--- src/design/complex_upsampler_interp_defines.svh ---
// Assertion macros for the complex upsampler.
`ifndef COMPLEX_UPSAMPLER_INTERP_DEFINES_SVH
`define COMPLEX_UPSAMPLER_INTERP_DEFINES_SVH

`ifndef SYNTH
`define CUI_ASSERT(label, clk, rstn, prop) \
    label: assert property (@(posedge clk) disable iff (!rstn) prop) \
        else $error("complex_upsampler_interp: check failed");
`define CUI_ASSERT_ALWAYS(label, clk, prop) \
    label: assert property (@(posedge clk) prop) \
        else $error("complex_upsampler_interp: reset check failed");
`else
`define CUI_ASSERT(label, clk, rstn, prop)
`define CUI_ASSERT_ALWAYS(label, clk, prop)
`endif

`endif

--- src/design/cui_pkg.sv ---
package cui_pkg;

    localparam int MAX_FACTOR   = 64;
    localparam int SAMPLE_WIDTH = 16;

    localparam int CFG_FACTOR_W = 7;
    localparam int CFG_MODE_W   = 2;
    localparam int CFG_INDEX_W  = 2;
    localparam int CFG_DATA_W   = 8;

    localparam int FACT_W = $clog2(MAX_FACTOR + 1);
    localparam int CMP_W  = (FACT_W > CFG_FACTOR_W) ? FACT_W : CFG_FACTOR_W;
    localparam int CNT_W  = $clog2(MAX_FACTOR);
    localparam int DIFF_W = SAMPLE_WIDTH + 1;
    localparam int REM_W  = FACT_W + 1;

    localparam int DIV_RADIX_BITS = 4;
    localparam int DIV_CYCLES     = (DIFF_W + DIV_RADIX_BITS - 1) / DIV_RADIX_BITS;
    localparam int DIV_PAD_W      = DIV_CYCLES * DIV_RADIX_BITS;
    localparam int DIV_CNT_W      = $clog2(DIV_CYCLES);

    localparam int QUEUE_DEPTH = 2;
    localparam int QPTR_W      = $clog2(QUEUE_DEPTH);
    localparam int QCNT_W      = $clog2(QUEUE_DEPTH + 1);

    localparam logic [CFG_INDEX_W-1:0] CFG_FACTOR = CFG_INDEX_W'(0);
    localparam logic [CFG_INDEX_W-1:0] CFG_MODE   = CFG_INDEX_W'(1);

    localparam logic [CFG_MODE_W-1:0] MODE_ZERO   = CFG_MODE_W'(0);
    localparam logic [CFG_MODE_W-1:0] MODE_HOLD   = CFG_MODE_W'(1);
    localparam logic [CFG_MODE_W-1:0] MODE_LINEAR = CFG_MODE_W'(2);

    localparam logic [CFG_FACTOR_W-1:0] FACTOR_RESET = CFG_FACTOR_W'(5);
    localparam logic [CFG_MODE_W-1:0]   MODE_RESET   = MODE_HOLD;

    typedef enum logic [1:0] {
        KIND_ZERO,
        KIND_HOLD,
        KIND_LINEAR
    } kind_t;

    typedef enum logic [1:0] {
        FR_IDLE,
        FR_DIV,
        FR_PUSH
    } fr_state_t;

    typedef struct packed {
        logic signed [SAMPLE_WIDTH-1:0] in_i;
        logic signed [SAMPLE_WIDTH-1:0] in_q;
    } cui_in_t;

    typedef struct packed {
        logic signed [SAMPLE_WIDTH-1:0] out_i;
        logic signed [SAMPLE_WIDTH-1:0] out_q;
        logic                           last;
    } cui_out_t;

    typedef struct packed {
        logic [CFG_FACTOR_W-1:0] factor;
        logic [CFG_MODE_W-1:0]   mode;
    } cui_cfg_t;

    typedef struct packed {
        kind_t                   kind;
        logic [FACT_W-1:0]       factor;
        logic [SAMPLE_WIDTH-1:0] cur_i;
        logic [SAMPLE_WIDTH-1:0] cur_q;
        logic [SAMPLE_WIDTH-1:0] prev_i;
        logic [SAMPLE_WIDTH-1:0] prev_q;
        logic [DIFF_W-1:0]       q_i;
        logic [DIFF_W-1:0]       q_q;
        logic [FACT_W-1:0]       r_i;
        logic [FACT_W-1:0]       r_q;
    } cui_entry_t;

    typedef struct packed {
        logic full;
        logic empty;
    } cui_qstat_t;

    // one restoring division step: returns {new remainder, quotient bit}
    function automatic logic [REM_W:0] div_step(input logic [REM_W-1:0] rem,
                                                input logic             bit_in,
                                                input logic [FACT_W-1:0] divisor);
        logic [REM_W-1:0] shifted;
        logic [REM_W-1:0] dvs;
        shifted = {rem[REM_W-2:0], bit_in};
        dvs     = {1'b0, divisor};
        if (shifted >= dvs) begin
            return {shifted - dvs, 1'b1};
        end
        return {shifted, 1'b0};
    endfunction

endpackage

--- src/design/cui_queue.sv ---
module cui_queue (
    input  logic                aclk,
    input  logic                aresetn,
    input  logic                push_valid,
    output logic                push_ready,
    input  cui_pkg::cui_entry_t push_entry,
    output logic                pop_valid,
    input  logic                pop_ready,
    output cui_pkg::cui_entry_t pop_entry,
    output cui_pkg::cui_qstat_t stat
);
    import cui_pkg::*;

    cui_entry_t        mem_reg [QUEUE_DEPTH];
    logic [QPTR_W-1:0] wr_ptr_reg;
    logic [QPTR_W-1:0] rd_ptr_reg;
    logic [QCNT_W-1:0] count_reg;
    logic              do_push;
    logic              do_pop;

    assign push_ready = (count_reg != QCNT_W'(QUEUE_DEPTH));
    assign pop_valid  = (count_reg != '0);
    assign pop_entry  = mem_reg[rd_ptr_reg];
    assign do_push    = push_valid && push_ready;
    assign do_pop     = pop_valid && pop_ready;
    assign stat.full  = !push_ready;
    assign stat.empty = !pop_valid;

    always_ff @(posedge aclk) begin
        if (!aresetn) begin
            wr_ptr_reg <= '0;
            rd_ptr_reg <= '0;
            count_reg  <= '0;
        end else begin
            if (do_push) begin
                wr_ptr_reg <= (wr_ptr_reg == QPTR_W'(QUEUE_DEPTH - 1)) ?
                              '0 : wr_ptr_reg + QPTR_W'(1);
            end
            if (do_pop) begin
                rd_ptr_reg <= (rd_ptr_reg == QPTR_W'(QUEUE_DEPTH - 1)) ?
                              '0 : rd_ptr_reg + QPTR_W'(1);
            end
            if (do_push && !do_pop) begin
                count_reg <= count_reg + QCNT_W'(1);
            end else if (do_pop && !do_push) begin
                count_reg <= count_reg - QCNT_W'(1);
            end
        end
    end

    always_ff @(posedge aclk) begin
        if (do_push) begin
            mem_reg[wr_ptr_reg] <= push_entry;
        end
    end

endmodule

--- src/design/cui_front.sv ---
module cui_front (
    input  logic                aclk,
    input  logic                aresetn,
    input  cui_pkg::cui_cfg_t   cfg,
    input  logic                s_valid,
    output logic                s_ready,
    input  cui_pkg::cui_in_t    s_data,
    output logic                push_valid,
    input  logic                push_ready,
    output cui_pkg::cui_entry_t push_entry
);
    import cui_pkg::*;

    fr_state_t               state_reg;
    fr_state_t               state_next;
    logic [SAMPLE_WIDTH-1:0] prev_i_reg;
    logic [SAMPLE_WIDTH-1:0] prev_q_reg;
    kind_t                   kind_reg;
    logic [FACT_W-1:0]       factor_reg;
    logic [SAMPLE_WIDTH-1:0] cur_i_reg;
    logic [SAMPLE_WIDTH-1:0] cur_q_reg;
    logic [SAMPLE_WIDTH-1:0] old_i_reg;
    logic [SAMPLE_WIDTH-1:0] old_q_reg;
    logic                    neg_i_reg;
    logic                    neg_q_reg;
    logic [DIV_PAD_W-1:0]    num_i_reg;
    logic [DIV_PAD_W-1:0]    num_q_reg;
    logic [REM_W-1:0]        rem_i_reg;
    logic [REM_W-1:0]        rem_q_reg;
    logic [DIV_CNT_W-1:0]    cnt_reg;

    logic [CMP_W-1:0]        fcmp;
    logic [FACT_W-1:0]       f_eff;
    kind_t                   kind_in;
    logic [DIFF_W-1:0]       d_i;
    logic [DIFF_W-1:0]       d_q;
    logic [DIFF_W-1:0]       mag_i;
    logic [DIFF_W-1:0]       mag_q;
    logic [DIV_PAD_W-1:0]    num_i_step;
    logic [DIV_PAD_W-1:0]    num_q_step;
    logic [REM_W-1:0]        rem_i_step;
    logic [REM_W-1:0]        rem_q_step;
    logic [DIFF_W-1:0]       qa_i;
    logic [DIFF_W-1:0]       qa_q;
    logic [FACT_W-1:0]       ra_i;
    logic [FACT_W-1:0]       ra_q;
    logic                    accept;

    assign accept = s_valid && s_ready;

    always_comb begin
        fcmp = CMP_W'(cfg.factor);
        if (fcmp == '0) begin
            f_eff = FACT_W'(1);
        end else if (fcmp > CMP_W'(MAX_FACTOR)) begin
            f_eff = FACT_W'(MAX_FACTOR);
        end else begin
            f_eff = FACT_W'(fcmp);
        end
    end

    always_comb begin
        if (cfg.mode == MODE_ZERO) begin
            kind_in = KIND_ZERO;
        end else if (cfg.mode == MODE_LINEAR && f_eff != FACT_W'(1)) begin
            kind_in = KIND_LINEAR;
        end else begin
            kind_in = KIND_HOLD;
        end
    end

    assign d_i   = {s_data.in_i[SAMPLE_WIDTH-1], s_data.in_i}
                 - {prev_i_reg[SAMPLE_WIDTH-1], prev_i_reg};
    assign d_q   = {s_data.in_q[SAMPLE_WIDTH-1], s_data.in_q}
                 - {prev_q_reg[SAMPLE_WIDTH-1], prev_q_reg};
    assign mag_i = d_i[DIFF_W-1] ? (~d_i + DIFF_W'(1)) : d_i;
    assign mag_q = d_q[DIFF_W-1] ? (~d_q + DIFF_W'(1)) : d_q;

    always_comb begin
        logic [DIV_PAD_W-1:0] ni;
        logic [DIV_PAD_W-1:0] nq;
        logic [REM_W-1:0]     ri;
        logic [REM_W-1:0]     rq;
        logic [REM_W:0]       si;
        logic [REM_W:0]       sq;
        ni = num_i_reg;
        nq = num_q_reg;
        ri = rem_i_reg;
        rq = rem_q_reg;
        for (int k = 0; k < DIV_RADIX_BITS; k++) begin
            si = div_step(ri, ni[DIV_PAD_W-1], factor_reg);
            sq = div_step(rq, nq[DIV_PAD_W-1], factor_reg);
            ri = si[REM_W:1];
            rq = sq[REM_W:1];
            ni = {ni[DIV_PAD_W-2:0], si[0]};
            nq = {nq[DIV_PAD_W-2:0], sq[0]};
        end
        num_i_step = ni;
        num_q_step = nq;
        rem_i_step = ri;
        rem_q_step = rq;
    end

    // turn the magnitude quotient into a floor quotient and non-negative remainder
    assign qa_i = num_i_reg[DIFF_W-1:0];
    assign qa_q = num_q_reg[DIFF_W-1:0];
    assign ra_i = rem_i_reg[FACT_W-1:0];
    assign ra_q = rem_q_reg[FACT_W-1:0];

    always_comb begin
        state_next = state_reg;
        unique case (state_reg)
            FR_IDLE: begin
                if (s_valid) begin
                    state_next = (kind_in == KIND_LINEAR) ? FR_DIV : FR_PUSH;
                end
            end
            FR_DIV: begin
                if (cnt_reg == '0) begin
                    state_next = FR_PUSH;
                end
            end
            FR_PUSH: begin
                if (push_ready) begin
                    state_next = FR_IDLE;
                end
            end
            default: state_next = FR_IDLE;
        endcase
    end

    always_comb begin
        s_ready           = (state_reg == FR_IDLE);
        push_valid        = (state_reg == FR_PUSH);
        push_entry.kind   = kind_reg;
        push_entry.factor = factor_reg;
        push_entry.cur_i  = cur_i_reg;
        push_entry.cur_q  = cur_q_reg;
        push_entry.prev_i = old_i_reg;
        push_entry.prev_q = old_q_reg;
        if (neg_i_reg) begin
            push_entry.q_i = (ra_i != '0) ? ~qa_i : (~qa_i + DIFF_W'(1));
            push_entry.r_i = (ra_i != '0) ? (factor_reg - ra_i) : ra_i;
        end else begin
            push_entry.q_i = qa_i;
            push_entry.r_i = ra_i;
        end
        if (neg_q_reg) begin
            push_entry.q_q = (ra_q != '0) ? ~qa_q : (~qa_q + DIFF_W'(1));
            push_entry.r_q = (ra_q != '0) ? (factor_reg - ra_q) : ra_q;
        end else begin
            push_entry.q_q = qa_q;
            push_entry.r_q = ra_q;
        end
    end

    always_ff @(posedge aclk) begin
        if (!aresetn) begin
            state_reg  <= FR_IDLE;
            prev_i_reg <= '0;
            prev_q_reg <= '0;
        end else begin
            state_reg <= state_next;
            if (accept) begin
                prev_i_reg <= s_data.in_i;
                prev_q_reg <= s_data.in_q;
            end
        end
    end

    always_ff @(posedge aclk) begin
        if (accept) begin
            kind_reg   <= kind_in;
            factor_reg <= f_eff;
            cur_i_reg  <= s_data.in_i;
            cur_q_reg  <= s_data.in_q;
            old_i_reg  <= prev_i_reg;
            old_q_reg  <= prev_q_reg;
            neg_i_reg  <= d_i[DIFF_W-1];
            neg_q_reg  <= d_q[DIFF_W-1];
            num_i_reg  <= DIV_PAD_W'(mag_i);
            num_q_reg  <= DIV_PAD_W'(mag_q);
            rem_i_reg  <= '0;
            rem_q_reg  <= '0;
            cnt_reg    <= DIV_CNT_W'(DIV_CYCLES - 1);
        end else if (state_reg == FR_DIV) begin
            num_i_reg <= num_i_step;
            num_q_reg <= num_q_step;
            rem_i_reg <= rem_i_step;
            rem_q_reg <= rem_q_step;
            cnt_reg   <= cnt_reg - DIV_CNT_W'(1);
        end
    end

endmodule

--- src/design/cui_back.sv ---
module cui_back (
    input  logic                aclk,
    input  logic                aresetn,
    input  logic                pop_valid,
    output logic                pop_ready,
    input  cui_pkg::cui_entry_t pop_entry,
    output logic                m_valid,
    input  logic                m_ready,
    output cui_pkg::cui_out_t   m_data
);
    import cui_pkg::*;

    logic              active_reg;
    cui_entry_t        ent_reg;
    logic [CNT_W-1:0]  cnt_reg;
    logic [DIFF_W-1:0] acc_i_reg;
    logic [DIFF_W-1:0] acc_q_reg;
    logic [FACT_W-1:0] racc_i_reg;
    logic [FACT_W-1:0] racc_q_reg;
    logic              m_valid_reg;
    cui_out_t          m_data_reg;

    logic              emit;
    logic              is_last;
    logic              do_pop;
    cui_out_t          result;
    logic [DIFF_W-1:0] lin_i;
    logic [DIFF_W-1:0] lin_q;
    logic [REM_W-1:0]  rsum_i;
    logic [REM_W-1:0]  rsum_q;
    logic              wrap_i;
    logic              wrap_q;
    logic [DIFF_W-1:0] acc_i_next;
    logic [DIFF_W-1:0] acc_q_next;
    logic [FACT_W-1:0] racc_i_next;
    logic [FACT_W-1:0] racc_q_next;

    assign emit      = active_reg && (!m_valid_reg || m_ready);
    assign is_last   = (FACT_W'(cnt_reg) == ent_reg.factor - FACT_W'(1));
    assign pop_ready = !active_reg || (emit && is_last);
    assign do_pop    = pop_valid && pop_ready;
    assign m_valid   = m_valid_reg;
    assign m_data    = m_data_reg;

    assign lin_i = {ent_reg.prev_i[SAMPLE_WIDTH-1], ent_reg.prev_i} + acc_i_reg;
    assign lin_q = {ent_reg.prev_q[SAMPLE_WIDTH-1], ent_reg.prev_q} + acc_q_reg;

    always_comb begin
        result.last = is_last;
        unique case (ent_reg.kind)
            KIND_ZERO: begin
                result.out_i = (cnt_reg == '0) ? ent_reg.cur_i : '0;
                result.out_q = (cnt_reg == '0) ? ent_reg.cur_q : '0;
            end
            KIND_LINEAR: begin
                result.out_i = lin_i[SAMPLE_WIDTH-1:0];
                result.out_q = lin_q[SAMPLE_WIDTH-1:0];
            end
            default: begin
                result.out_i = ent_reg.cur_i;
                result.out_q = ent_reg.cur_q;
            end
        endcase
    end

    always_comb begin
        rsum_i      = {1'b0, racc_i_reg} + {1'b0, ent_reg.r_i};
        rsum_q      = {1'b0, racc_q_reg} + {1'b0, ent_reg.r_q};
        wrap_i      = (rsum_i >= {1'b0, ent_reg.factor});
        wrap_q      = (rsum_q >= {1'b0, ent_reg.factor});
        racc_i_next = wrap_i ? FACT_W'(rsum_i - {1'b0, ent_reg.factor}) : FACT_W'(rsum_i);
        racc_q_next = wrap_q ? FACT_W'(rsum_q - {1'b0, ent_reg.factor}) : FACT_W'(rsum_q);
        acc_i_next  = acc_i_reg + ent_reg.q_i + DIFF_W'(wrap_i);
        acc_q_next  = acc_q_reg + ent_reg.q_q + DIFF_W'(wrap_q);
    end

    always_ff @(posedge aclk) begin
        if (!aresetn) begin
            active_reg  <= 1'b0;
            m_valid_reg <= 1'b0;
        end else begin
            if (do_pop) begin
                active_reg <= 1'b1;
            end else if (emit && is_last) begin
                active_reg <= 1'b0;
            end
            if (emit) begin
                m_valid_reg <= 1'b1;
            end else if (m_ready) begin
                m_valid_reg <= 1'b0;
            end
        end
    end

    always_ff @(posedge aclk) begin
        if (emit) begin
            m_data_reg <= result;
        end
        if (do_pop) begin
            ent_reg    <= pop_entry;
            cnt_reg    <= '0;
            acc_i_reg  <= '0;
            acc_q_reg  <= '0;
            racc_i_reg <= '0;
            racc_q_reg <= '0;
        end else if (emit) begin
            cnt_reg    <= cnt_reg + CNT_W'(1);
            acc_i_reg  <= acc_i_next;
            acc_q_reg  <= acc_q_next;
            racc_i_reg <= racc_i_next;
            racc_q_reg <= racc_q_next;
        end
    end

endmodule

--- src/design/complex_upsampler_interp.sv ---
// Complex integer-factor upsampler, Q1.15 I/Q.
// s_valid/s_ready/s_data take one input word; m_valid/m_ready/m_data give a run
// of factor words per input, one per cycle unless stalled, with last on the final one.
// cfg_valid/cfg_ready/cfg_index/cfg_data write factor (index 0) and mode (index 1);
// cfg_ready is always high. Write configuration only while the block is idle.
// A front section takes one input at a time and takes the next only once the
// previous one has been pushed; zero and hold inputs go straight to the queue,
// while in linear mode a 4-bit-per-cycle divider first forms the step
// (cur - prev) / factor. A two-entry queue hands the work to the back section,
// which emits one result per cycle unless stalled, from an incremental
// quotient/remainder accumulator.
// When m_ready is low the result register holds and the back section stalls;
// the queue fills, then the front stops taking inputs.
// Reset (aresetn low, synchronous) clears the previous sample to zero, sets
// factor 5 and hold mode, and empties the queue and the output register.
`include "complex_upsampler_interp_defines.svh"

module complex_upsampler_interp (
    input  logic                                aclk,
    input  logic                                aresetn,
    input  logic                                cfg_valid,
    output logic                                cfg_ready,
    input  logic [cui_pkg::CFG_INDEX_W-1:0]     cfg_index,
    input  logic [cui_pkg::CFG_DATA_W-1:0]      cfg_data,
    input  logic                                s_valid,
    output logic                                s_ready,
    input  cui_pkg::cui_in_t                    s_data,
    output logic                                m_valid,
    input  logic                                m_ready,
    output cui_pkg::cui_out_t                   m_data
);
    import cui_pkg::*;

    logic [CFG_FACTOR_W-1:0] factor_reg;
    logic [CFG_MODE_W-1:0]   mode_reg;
    cui_cfg_t                cfg;
    logic                    push_valid;
    logic                    push_ready;
    cui_entry_t              push_entry;
    logic                    pop_valid;
    logic                    pop_ready;
    cui_entry_t              pop_entry;
    cui_qstat_t              qstat;

    assign cfg_ready  = 1'b1;
    assign cfg.factor = factor_reg;
    assign cfg.mode   = mode_reg;

    always_ff @(posedge aclk) begin
        if (!aresetn) begin
            factor_reg <= FACTOR_RESET;
            mode_reg   <= MODE_RESET;
        end else if (cfg_valid && cfg_ready) begin
            if (cfg_index == CFG_FACTOR) begin
                factor_reg <= cfg_data[CFG_FACTOR_W-1:0];
            end else if (cfg_index == CFG_MODE) begin
                mode_reg <= cfg_data[CFG_MODE_W-1:0];
            end
        end
    end

    cui_front u_front (
        .aclk       (aclk),
        .aresetn    (aresetn),
        .cfg        (cfg),
        .s_valid    (s_valid),
        .s_ready    (s_ready),
        .s_data     (s_data),
        .push_valid (push_valid),
        .push_ready (push_ready),
        .push_entry (push_entry)
    );

    cui_queue u_queue (
        .aclk       (aclk),
        .aresetn    (aresetn),
        .push_valid (push_valid),
        .push_ready (push_ready),
        .push_entry (push_entry),
        .pop_valid  (pop_valid),
        .pop_ready  (pop_ready),
        .pop_entry  (pop_entry),
        .stat       (qstat)
    );

    cui_back u_back (
        .aclk      (aclk),
        .aresetn   (aresetn),
        .pop_valid (pop_valid),
        .pop_ready (pop_ready),
        .pop_entry (pop_entry),
        .m_valid   (m_valid),
        .m_ready   (m_ready),
        .m_data    (m_data)
    );

    `CUI_ASSERT(a_one_word_at_a_time, aclk, aresetn, s_valid && s_ready |=> !s_ready)
    `CUI_ASSERT(a_queue_status, aclk, aresetn, !(qstat.full && qstat.empty))
    `CUI_ASSERT(a_push_wait, aclk, aresetn, push_valid && !push_ready |=> push_valid)
    `CUI_ASSERT_ALWAYS(a_reset_clears, aclk, !aresetn |=> !m_valid && s_ready)

endmodule

--- config.mk ---
export PLATFORM = sky130hd
export DESIGN_NAME = complex_upsampler_interp
export DESIGN_NICKNAME = d
export VERILOG_FILES = /design/src/design/cui_pkg.sv /design/src/design/cui_queue.sv /design/src/design/cui_front.sv /design/src/design/cui_back.sv /design/src/design/complex_upsampler_interp.sv
export VERILOG_INCLUDE_DIRS = /design/src /design/src/design
export SDC_FILE = /design/constraint.sdc
export NUM_CORES = 1
export LEC_CHECK = 0
export BUFFER_PORTS_ARGS = -buffer_cell sky130_fd_sc_hd__buf_2
export CAP_MARGIN = 10
export CORE_MARGIN = 2
export CORE_UTILIZATION = 65
export DETAILED_ROUTE_END_ITERATION = 7
export GPL_ROUTABILITY_DRIVEN = 1
export PLACE_DENSITY_LB_ADDON = 0.3
export SYNTH_ARGS = -nofsm -noshare
export SYNTH_HDL_FRONTEND = slang
export SYNTH_SLANG_ARGS = --single-unit
--- constraint.sdc ---
create_clock -name aclk -period 27.3 [get_ports aclk]
set_input_delay 1.365 -clock aclk [delete_from_list [all_inputs] [get_ports aclk]]
set_output_delay 1.365 -clock aclk [all_outputs]
set_load 0.01 [all_outputs]
# Yosys cells after proc, flatten, opt, wreduce, memory -nomap -nowiden
# Memories as Yosys holds them, arrays and structs flattened. A register that Yosys moved wholly into a read port is not among the register bits.
# Index checks and enable logic that the tools add are counted.
[word_totals]
reg_bits = 268
mem_bits_rw = 242
inputBits = 47
output_inout_bits = 36
wordCells = 188
mem_count = 1
[memory_table]
columns = ["memory", "words", "width", "rd", "rd_clocked_by_memory_dff", "wr", "line", "text"]
rows = [
  ["u_queue.mem_reg", 2, 121, 1, 1, 1, "cui_queue.sv:14", "cui_entry_t mem_reg [QUEUE_DEPTH];"],
]
[op_classes]
add_sub_neg = 33
n_lt_le_gt_ge = 11
n_eq_ne = 12
muxes = 62
bitwise_logic = 5
n_reduce_logical = 31
[ops]
columns = ["op", "count"]
rows = [
  ["$mux W17", 10],
  ["$mux W8", 16],
  ["$sub A7 B7 Y7", 12],
  ["$ge A8 B7 Y1", 10],
  ["$add A17 B1 Y17 const B", 4],
  ["$not A17 Y17", 4],
  ["$pmux W32 S2", 1],
  ["$mux W7", 8],
  ["$add A17 B1 Y17", 2],
  ["$add A17 B17 Y17", 2],
  ["$sub A16 B16 Y17", 2],
  ["$add A16 B16 Y16", 2],
  ["$mux W16", 2],
  ["$add A7 B7 Y8", 2],
  ["$mux W1", 16],
  ["$mux W2", 8],
  ["$reduce_bool A7 Y1", 2],
  ["$reduce_bool A2 Y1", 5],
  ["$eq A2 B2 Y1 const B", 4],
  ["$logic_and A1 B1 Y1", 8],
  ["$logic_not A2 Y1", 4],
  ["$eq A6 B7 Y1", 1],
  ["$gt A7 B7 Y1 const B", 1],
  ["$logic_not A7 Y1", 1],
  ["18 further kinds", 27],
]

# Logic depth before layout (Yosys ltp)
[logic_depth]
word_depth = 14
mapped_depth = 36

# Cells and area by module
# A second synthesis with hierarchy kept.
[unflattened]
hier_cells = 2723
area_unflattened_um2 = 32404.8
[by_module_without_submodules]
columns = ["mod", "n_inst", "cells_each", "area_per_inst_um2", "seq_area_each_um2"]
rows = [
  ["cui_front", 1, 1315, 12210.5, 4414.2],
  ["cui_back", 1, 966, 10802.9, 5645.4],
  ["cui_queue", 1, 402, 8996.1, 7367.1],
  ["complex_upsampler_interp", 1, 40, 395.4, 180.2],
]

# Worst setup path after synthesis
# OpenSTA, ideal clock, no wires.
[synth_path]
path_kind = "register -> register"
from = "reg u_queue.count_reg[0]"
to = "reg u_queue.wr_ptr_reg"
setup_time_ns = 0.095
arrival_ns = 9.300
slack_ns = 17.905
stages_incl_launch_ff = 4
n_path_buf = 0
cell_sequence = "dfxtp_1 -> nor2b_1 -> nor3_1 -> o21a_1"
[synth_between]
elab_chain_cells = 2
[synth_lines]
columns = ["item", "line", "text"]
rows = [
  ["from (decl)", "cui_queue.sv:17", "logic [QCNT_W-1:0] count_reg;"],
  ["from (signal assigned)", "cui_queue.sv:44", "count_reg <= count_reg + QCNT_W'(1);"],
  ["from (signal assigned)", "cui_queue.sv:46", "count_reg <= count_reg - QCNT_W'(1);"],
  ["$ne A2 B2 Y1", "cui_queue.sv:21", "assign push_ready = (count_reg != QCNT_W'(QUEUE_DEPTH));"],
  ["$logic_and A1 B1 Y1", "cui_queue.sv:24", "assign do_push = push_valid && push_ready;"],
  ["to (signal assigned)", "cui_queue.sv:36", "wr_ptr_reg <= (wr_ptr_reg == QPTR_W'(QUEUE_DEPTH - 1)) ?"],
  ["to (decl)", "cui_queue.sv:15", "logic [QPTR_W-1:0] wr_ptr_reg;"],
]
# Every way passes these cells.
# A chain may end at the register's enable or synchronous reset.

# Final worst setup path
[layout_path]
from = "reg u_front.factor_reg[1]"
to = "reg u_front.rem_q_reg[1]"
[layout_between]
elab_chain_cells = 12
word_cells_on_any_way = 20
[layout_lines]
columns = ["item", "line", "text"]
rows = [
  ["from (decl)", "cui_front.sv:19", "logic [FACT_W-1:0] factor_reg;"],
  ["from (signal assigned)", "cui_front.sv:174", "factor_reg <= f_eff;"],
  ["$sub A7 B7 Y7 / $ge A8 B7 Y1 (equally long branches)", "cui_pkg.sv:91, cui_pkg.sv:90", ""],
  ["$mux W8 / $mux W1 (equally long branches)", "cui_pkg.sv:90", "if (shifted >= dvs) begin"],
  ["$mux W8", "cui_pkg.sv:93", "return {shifted, 1'b0};"],
  ["$sub A7 B7 Y7 / $ge A8 B7 Y1 (equally long branches)", "cui_pkg.sv:91, cui_pkg.sv:90", ""],
  ["$mux W8 / $mux W1 (equally long branches)", "cui_pkg.sv:90", ""],
  ["$mux W8", "cui_pkg.sv:93", ""],
  ["$ge A8 B7 Y1 / $sub A7 B7 Y7 (equally long branches)", "cui_pkg.sv:90, cui_pkg.sv:91", ""],
  ["$mux W1 / $mux W8 (equally long branches)", "cui_pkg.sv:90", ""],
  ["$mux W8", "cui_pkg.sv:93", ""],
  ["$sub A7 B7 Y7 / $ge A8 B7 Y1 (equally long branches)", "cui_pkg.sv:91, cui_pkg.sv:90", ""],
  ["$mux W8 / $mux W1 (equally long branches)", "cui_pkg.sv:90", ""],
  ["$mux W8 (*)", "cui_pkg.sv:93", ""],
  ["to (signal assigned)", "cui_front.sv:190", "rem_q_reg <= rem_q_step;"],
  ["to (decl)", "cui_front.sv:29", "logic [REM_W-1:0] rem_q_reg;"],
]
# Every way passes the cells marked *; elsewhere a longest branch is shown, timed or not. The select of a mux whose other input is x is not followed.

==> results_dict.tcl <==
set metrics [dict create \
    path_class "reg2reg" \
    grtUsageTotal_pct 28.7 \
    rsz0062_at_grt "false" \
    netlist_top_cells_area "edfxtp_1 47%, dfxtp_1 7.8%, ha_1 7.7%" \
    synth_ff_type "edfxtp_1" \
    wire_per_inst_um 20.8 \
    viasPerCell 6.21 \
    grt_max_degree 82 \
    wirelength_um 71700 \
    cts_resized 0 \
    hold_class "reg2reg" \
    max-cap-violations 0 \
    vias 21400 \
    worstPathArrival_ns 9.46 \
    cts_buffer_depth 3 \
    final_common_cell "edfxtp_1" \
    synth_area_sq_mm 0.0318 \
    place_inst 3321 \
    synth_top_cell_area_share_pct 47.1 \
    dr.pass1.iters 5 \
    status "finished, final reports clean" \
    setup_viol 0 \
    power.total_mw 3.56 \
    htree_levels 3 \
    cts_buffers 66 \
    rrSetupSlack_ns 18.34 \
    largest_register_ff_count 238 \
    fin_cells 3441 \
    grt_overflow 0 \
    vdd_drop_max_mv 0.0716 \
    cts-root-buf "clkbuf_16" \
    io_buffer_count 80 \
    io_pins 83 \
    drive_gt1_share_pct 13.4 \
    final_cell_mix "499 x edfxtp_1, 249 x nand2_1, 196 x ha_1, 144 x a21oi_1, 143 x nor2_1" \
    fin_tns_setup_ns 0 \
    fmax_mhz 112 \
    synth.distinct_cells 86 \
    grt_pass1_wl_um 113000 \
    fin_crit_sh_pct 32.8 \
    nFillCells 3217 \
    fp.dieW_um 225 \
    clock-sinks 623 \
    path_common_cell "o21ai_1" \
    die-area_sq_mm 0.0508 \
    drt-initial-drc-count 1698 \
    nets 3033 \
    syn-mean-instance-area_sq_um 11.9 \
    post_cts_buffers 0 \
    antenna_left 0 \
    layout_min_cycle_time_ns 8.96 \
    fin_skew_ns 0.0282 \
    crit_required_ns 27.81 \
    cts_hold_buf 0 \
    cts_tree "done" \
    initial_core_util_pct 65.5 \
    path_clk_slew_ns 0.06 \
    synth_edf_count 499 \
    hold_viol 0 \
    critPathSlowestCell "a2111oi_4" \
    route.detailed.drc 0 \
    core_area_sq_mm 0.0486 \
    die_h_um 225 \
    ys_warn_count 0 \
    syn_inst 2680 \
    power.leakage_nw 13.3 \
    syn_to_final_growth_pct 10.2 \
    startpoint_type "flop" \
    synth-seq-area-share_pct 54.9 \
    synth_top_area_cell "edfxtp_1" \
    fp-row-count 81 \
    clock_latency_ns 0.60 \
    synthArstFlopShare_pct 0 \
    slowest_delay_ns 0.83 \
    synth_nets 2945 \
    final_util_pct 72.1 \
    synth_seq_cells 623 \
    worstMarginPinSlew_ns 1.30 \
    drv_slew 0 \
    relSlewSlack_pct 13.0 \
    pre_cts_slack_ns 18.45 \
    setup_slack_ns 18.34 \
    grt_pass1_vias 21200 \
    dp.final_hpwl_um 49300 \
    path_max_fanout 13 \
    routabilityCongestion 0.915 \
    power_density_mw_per_mm2 102 \
    antenna_found_initial 2 \
    cp-end-kind "flop" \
]
synthesized netlist by cell type (8+ instances only):
master	count
nand3_1	34
o211ai_1	13
o21ai_1	53
a22o_1	8
o22ai_1	22
nor2b_1	47
or3_1	17
or4_1	9
inv_1	128
ha_1	196
xnor2_1	123
mux2_2	138
nor2_1	143
xor2_1	75
or2_2	13
edfxtp_1	499
o21ai_0	98
a21boi_0	40
and2_1	8
o31a_1	8
nand4_1	16
clkbuf_1	72
fa_1	22
nor3_1	37
a21oi_1	144
and3_1	12
a31oi_1	11
dfxtp_1	124
a211oi_1	37
mux2i_1	37
nand2b_1	24
a21o_1	45
nand2_1	250
o31ai_1	22
o21a_1	24
o21bai_1	21
area by class of cell:
| type | count | area [sq um] | share of cell area, % |
|---|---|---|---|
| tap | 622 | 778 | 2.22 |
| multi-input combinational | 1844 | 13600 | 38.7 |
| inverter | 133 | 503 | 1.43 |
| clock buffer | 85 | 1810 | 5.15 |
| timing repair buffer | 100 | 548 | 1.56 |
| clock inverter | 33 | 393 | 1.12 |
| sequential | 623 | 17500 | 49.8 |
| antenna | 1 | 2.50 | 0.00713 |
path summary, 6_finish.rpt:
check | cells past startpoint | to | start
max | 31 | u_front.rem_q_reg[1] | u_front.factor_reg[1]
min | 0 | u_queue.mem_reg[0][74] | u_front.old_i_reg[10]
max reg2reg | 31 | u_front.rem_q_reg[1] | u_front.factor_reg[1]
min reg2reg | 0 | u_queue.mem_reg[0][74] | u_front.old_i_reg[10]
routing by layer:
layer,up-vias,global-route usage [%],share of wire (%)
met2,742,47.2,48
met1,10400,38.3,42
met4,0,12.2,3.6
met3,172,4.13,5.9
li1,10100,-,-
met5,-,0,0
worst max-delay path, delay by kind of cell, from the launching register on:
| family | cells | cell delay, ns |
|---|---|---|
| adders and majority gates | 4 | 1.56 |
| DFF | 1 | 0.33 |
| and+or+nand+nor | 6 | 1.00 |
| buffers and inverters | 2 | 0.71 |
| muxes | 3 | 1.10 |
| AOI/OAI and AO/OA | 16 | 4.15 |
report_power, final:
part	internal, mW	switching [mW]
Sequential	1.26	0.114
Clock	0.537	0.367
Combinational	0.523	0.760
stage by stage:
step	hold WS, ns	cell area, sq um
5_1_grt	0.451	35100
4_1_cts	0.441	35100
2_1_floorplan	0.421	31800
3_5_place_dp	0.430	32900
3_3_place_gp	0.422	32900
6_report	0.442	35100
logic make-up after synthesis:
logic type      Yosys count  share of synthesized area (%)
fa+ha+maj               218                           9.08
compound gates          608                           12.5
xor+xnor                198                           5.45
simple gates            640                           9.42
mux                     179                           6.18
buf+inv                 213                           2.53
other cells               1                         0.0118
flops                   623                           54.9
No activity file was read; power rests on OpenSTA's default activity.
